===== src/hw/rtl/gdt_pkg.sv =====
// Types and constants of the greedy distance thinning core
package gdt_pkg;
  localparam int CAPACITY_DEF   = 1024;
  localparam int COORD_BITS_DEF = 24;
  localparam int REDSHIFT_W     = 16;
  localparam int RADIUS_W       = 52;
  localparam int COUNT_W        = 32;
  localparam int CFG_IDX_W      = 2;
  localparam int CFG_DATA_W     = 52;
  localparam int DRAIN_CYCLES   = 4;

  localparam logic [REDSHIFT_W-1:0] REDSHIFT_LOW_RST  = 16'd10650;
  localparam logic [REDSHIFT_W-1:0] REDSHIFT_HIGH_RST = 16'd12288;
  localparam logic [RADIUS_W-1:0]   RADIUS_SQ_RST     = 52'd6553600;

  localparam logic [CFG_IDX_W-1:0] REG_REDSHIFT_LOW  = 2'd0;
  localparam logic [CFG_IDX_W-1:0] REG_REDSHIFT_HIGH = 2'd1;
  localparam logic [CFG_IDX_W-1:0] REG_RADIUS_SQ     = 2'd2;

  localparam logic [1:0] STATUS_KEPT      = 2'd0;
  localparam logic [1:0] STATUS_OUT_RANGE = 2'd1;
  localparam logic [1:0] STATUS_COLLIDED  = 2'd2;
  localparam logic [1:0] STATUS_FULL      = 2'd3;

  typedef enum logic [1:0] {ST_IDLE, ST_SCAN, ST_DRAIN, ST_REPORT} state_t;

  typedef struct packed {
    logic shift;
    logic write;
  } cell_ctl_t;
endpackage


===== src/hw/rtl/gdt_dist.sv =====
// Pipelined squared-distance compare against the collision radius
module gdt_dist #(
  parameter int COORD_BITS = gdt_pkg::COORD_BITS_DEF
) (
  input  logic                         clk,
  input  logic                         rst,
  input  logic                         valid,
  input  logic [COORD_BITS-1:0]        qx,
  input  logic [COORD_BITS-1:0]        qy,
  input  logic [COORD_BITS-1:0]        qz,
  input  logic [COORD_BITS-1:0]        ex,
  input  logic [COORD_BITS-1:0]        ey,
  input  logic [COORD_BITS-1:0]        ez,
  input  logic [gdt_pkg::RADIUS_W-1:0] radius_sq,
  output logic                         hit
);
  localparam int MW = COORD_BITS + 1;

  logic signed [MW-1:0] dx, dy, dz;
  logic [MW-1:0] mx, my, mz;
  logic [31:0] m1x, m1y, m1z;
  logic        big1, v1;
  logic [63:0] s2x, s2y, s2z;
  logic        big2, v2;
  logic [65:0] sum;

  assign dx = $signed({qx[COORD_BITS-1], qx}) - $signed({ex[COORD_BITS-1], ex});
  assign dy = $signed({qy[COORD_BITS-1], qy}) - $signed({ey[COORD_BITS-1], ey});
  assign dz = $signed({qz[COORD_BITS-1], qz}) - $signed({ez[COORD_BITS-1], ez});
  assign mx = dx[MW-1] ? MW'(-dx) : MW'(dx);
  assign my = dy[MW-1] ? MW'(-dy) : MW'(dy);
  assign mz = dz[MW-1] ? MW'(-dz) : MW'(dz);
  assign sum = 66'(s2x) + 66'(s2y) + 66'(s2z);

  always_ff @(posedge clk) begin
    m1x  <= 32'(mx);
    m1y  <= 32'(my);
    m1z  <= 32'(mz);
    // a magnitude of 2^32 or more squares past 64 bits: never a collision
    big1 <= (MW > 32) ? ((|(mx >> 32)) | (|(my >> 32)) | (|(mz >> 32))) : 1'b0;
    s2x  <= m1x * m1x;
    s2y  <= m1y * m1y;
    s2z  <= m1z * m1z;
    big2 <= big1;
    if (rst) begin
      v1  <= 1'b0;
      v2  <= 1'b0;
      hit <= 1'b0;
    end else begin
      v1  <= valid;
      v2  <= v1;
      hit <= v2 && !big2 && (sum < 66'(radius_sq));
    end
  end
endmodule


===== config.mk =====
export PLATFORM = sky130hd
export DESIGN_NAME = gdt_dist
export DESIGN_NICKNAME = d
export VERILOG_FILES = /design/src/hw/rtl/gdt_pkg.sv /design/src/hw/rtl/gdt_dist.sv
export SDC_FILE = /design/constraint.sdc
export NUM_CORES = 2
export LEC_CHECK = 0
export BUFFER_PORTS_ARGS = -buffer_cell sky130_fd_sc_hd__clkbuf_2
export CAP_MARGIN = 40
export CORE_ASPECT_RATIO = 2
export CORE_UTILIZATION = 55
export CTS_CLUSTER_DIAMETER = 50
export DETAILED_ROUTE_END_ITERATION = 8
export MAX_ROUTING_LAYER = met4
export PLACE_DENSITY = 0.72
export SYNTH_ARGS = -nofsm -noshare
export SYNTH_HDL_FRONTEND = slang
export SYNTH_SLANG_ARGS = --single-unit

===== constraint.sdc =====
create_clock -name clk -period 9 [get_ports clk]
set_input_delay 1.8 -clock clk [delete_from_list [all_inputs] [get_ports clk]]
set_output_delay 1.8 -clock clk [all_outputs]
set_load 0.005 [all_outputs]

==> results.ini <==
[worst_hold_path]
hold_path_end = v2
worstHoldStart = v1
worst_hold_path.num_cells = 1
min_path_type = reg -> reg

[critical_path]
reg2reg_depth = 26
crit_fanout = 23
end_kind = flop
slowest_delay_ps = 920
arrival_ps = 8950
reg2reg_setup_slack_ps = 630
reg2reg_from = m1x[3]
cp_slowest_cell = dfxtp_1
setup.worst_path.start = m1x[3]
rr_endpoint = s2x[46]
worstSetupPathType = reg -> reg
cp-start-kind = flop
critPathRequiredTime_ps = 9580

[finish]
drive_above_1_share_pct = 5.67
final_common_cell = inv_1
layout.nets = 10258
syn_to_final_growth_pct = 6.26
nFillCells = 11009
layout_common_cells = inv_1 (2,228), fa_1 (1,451), ha_1 (736)

[clock_tree]
cts_buffer_depth = 3
clock_latency_ps = 680
post-cts-setup-buffers = 0
root_buffer = clkbuf_16
htree_num_levels = 1
cts_tree = yes
cts_hold_buf = 0
clkSinkCount = 225
clk_pin_slew_ps = 70
cts_made_buffers = 30
cts_resized = 0

[timing]
rsz0062_at_grt = false
tns_ps = 0
fin_crit_ps = 8370
fmax_mhz = 119
finalSetupViolations = 0
slew_headroom_pct = 39.0
worstMarginPinSlew_ps = 914
finalCritPeriodShare_pct = 93.0
hold_viol = 0
skew_ps = 69.4
final_max_slew_viol_count = 0

[logic_synthesis]
syn_area_um2 = 69000
ys_ff_latch = 225
synthFlopType = dfxtp_1
syn_area_per_cell_um2 = 8.93
syn_inst = 7730
seq_area_frac_synth_pct = 6.53
async_flop_share_pct = 0
yosysWarnings = 0
synth_edf_count = 0
yosysUniqueCellTypes = 100

[global_route]
grt_pass1_vias = 58802
antenna_found_initial = 15
grt.overflow.total = 0
grt_use_total_pct = 32.3
grt_max_degree = 28
grt_pass1_wl_um = 305000

[floorplan]
die-area_um2 = 127000
rows = 183
coreArea_um2 = 124000
dieHeight_um = 503
io_pins = 200
start_util_pct = 55.5
die_w_um = 253

[placement]
port_buffers = 199
gp_routability_congestion = 0.995
post-dp-hpwl_um = 166000

[route]
dr_total_vias = 52351
detail_route.first_pass.iterations = 7
viasPerCell = 5.47
drt_iter0_drc = 2633
ant_nets = 0
wire_per_inst_um = 20.0
drc_errors = 0
drt-total-wl_um = 191000

[run_status]
outcome = finished clean

[run]
maxCapViolCount = 0

[layout make-up]
cell class	count	area, um2	share of cell area (%)
multi-input combinational	5070	55400	75.5
inverter	2228	8360	11.4
sequential	225	4500	6.14
tap	1665	2080	2.84
timing repair buffer	317	1910	2.61
clock buffer	31	764	1.04
clock inverter	25	299	0.408
antenna	14	35.0	0.0478
[how the worst max path moves through the flow]
stage	endpoint	slack, ps	cells after the start
final	s2x[46]	630	26
after CTS	s2x[46]	650	26
after floorplan	s2x[46]	1600	29
after detailed placement	s2x[46]	720	26
after global routing	s2x[46]	180	26
after global placement	s2x[49]	820	25
[synthesized netlist by cell type, drive strengths merged (66+ instances only)]
cell / count / area share [%]
inv: 2228 / 12
fa: 1451 / 42
ha: 736 / 13
nand2: 619 / 3.4
and2: 400 / 3.6
a21oi: 260 / 1.9
nor2: 255 / 1.4
dfxtp: 225 / 6.5
xnor2: 198 / 2.5
clkbuf: 197 / 1.1
o21ai: 171 / 1.2
a21o: 135 / 1.5
xor2: 112 / 1.4
nand3: 66 / 0.49
[per-stage QoR]
stage | worst slack [ps] | util, % | area (um2) | instances | hold slack, ps
finish | 631 | 59.0 | 73300 | 9575 | 436
floorplan | 1600 | - | 69000 | 7731 | 410
CTS | 646 | 59.0 | 73300 | 9559 | 439
global route | 179 | 59.0 | 73300 | 9575 | 447
detailed placement | 716 | 58.1 | 72200 | 9503 | 419
global placement | 821 | 58.0 | 72100 | 9494 | 423
[routing by layer]
metal / GRT usage (%) / part of all wire (%) / vias up
li1: - / - / 23588
met5: - / 0 / -
met4: 28.2 / 11 / 0
met3: 3.88 / 4.2 / 892
met2: 58.9 / 54 / 1687
met1: 29.2 / 31 / 26184
[logic make-up (layout without fill, tap and decap cells)]
group	Yosys count	in the layout	share of synthesized area (%)
buf+inv	2436	2601	13.3
fa+ha+maj	2187	2187	55.4
simple gates	1652	1652	11.9
compound gates	905	905	8.76
xor+xnor	310	310	3.93
flops	225	225	6.53
mux	13	13	0.199
other cells	2	17	0.0109
[worst max-delay path: cells and delay by family (launching register included)]
kind                       cells  cell delay, ps
DFF                            1             920
and+or+nand+nor                2             330
adders and majority gates      8            4040
AOI/OAI and AO/OA              9            2580
buffers and inverters          7             400
[flip-flops by register name, indices dropped and copies added, names as in the netlist]
name,cells
hit,1
m1x,25
m1y,25
m1z,25
s2x,49
s2y,49
s2z,49
v1,1
v2,1
Power is left out: the tool's default activity adds up to more than one toggle a clock period on the data nets, which glitch-free logic cannot reach.
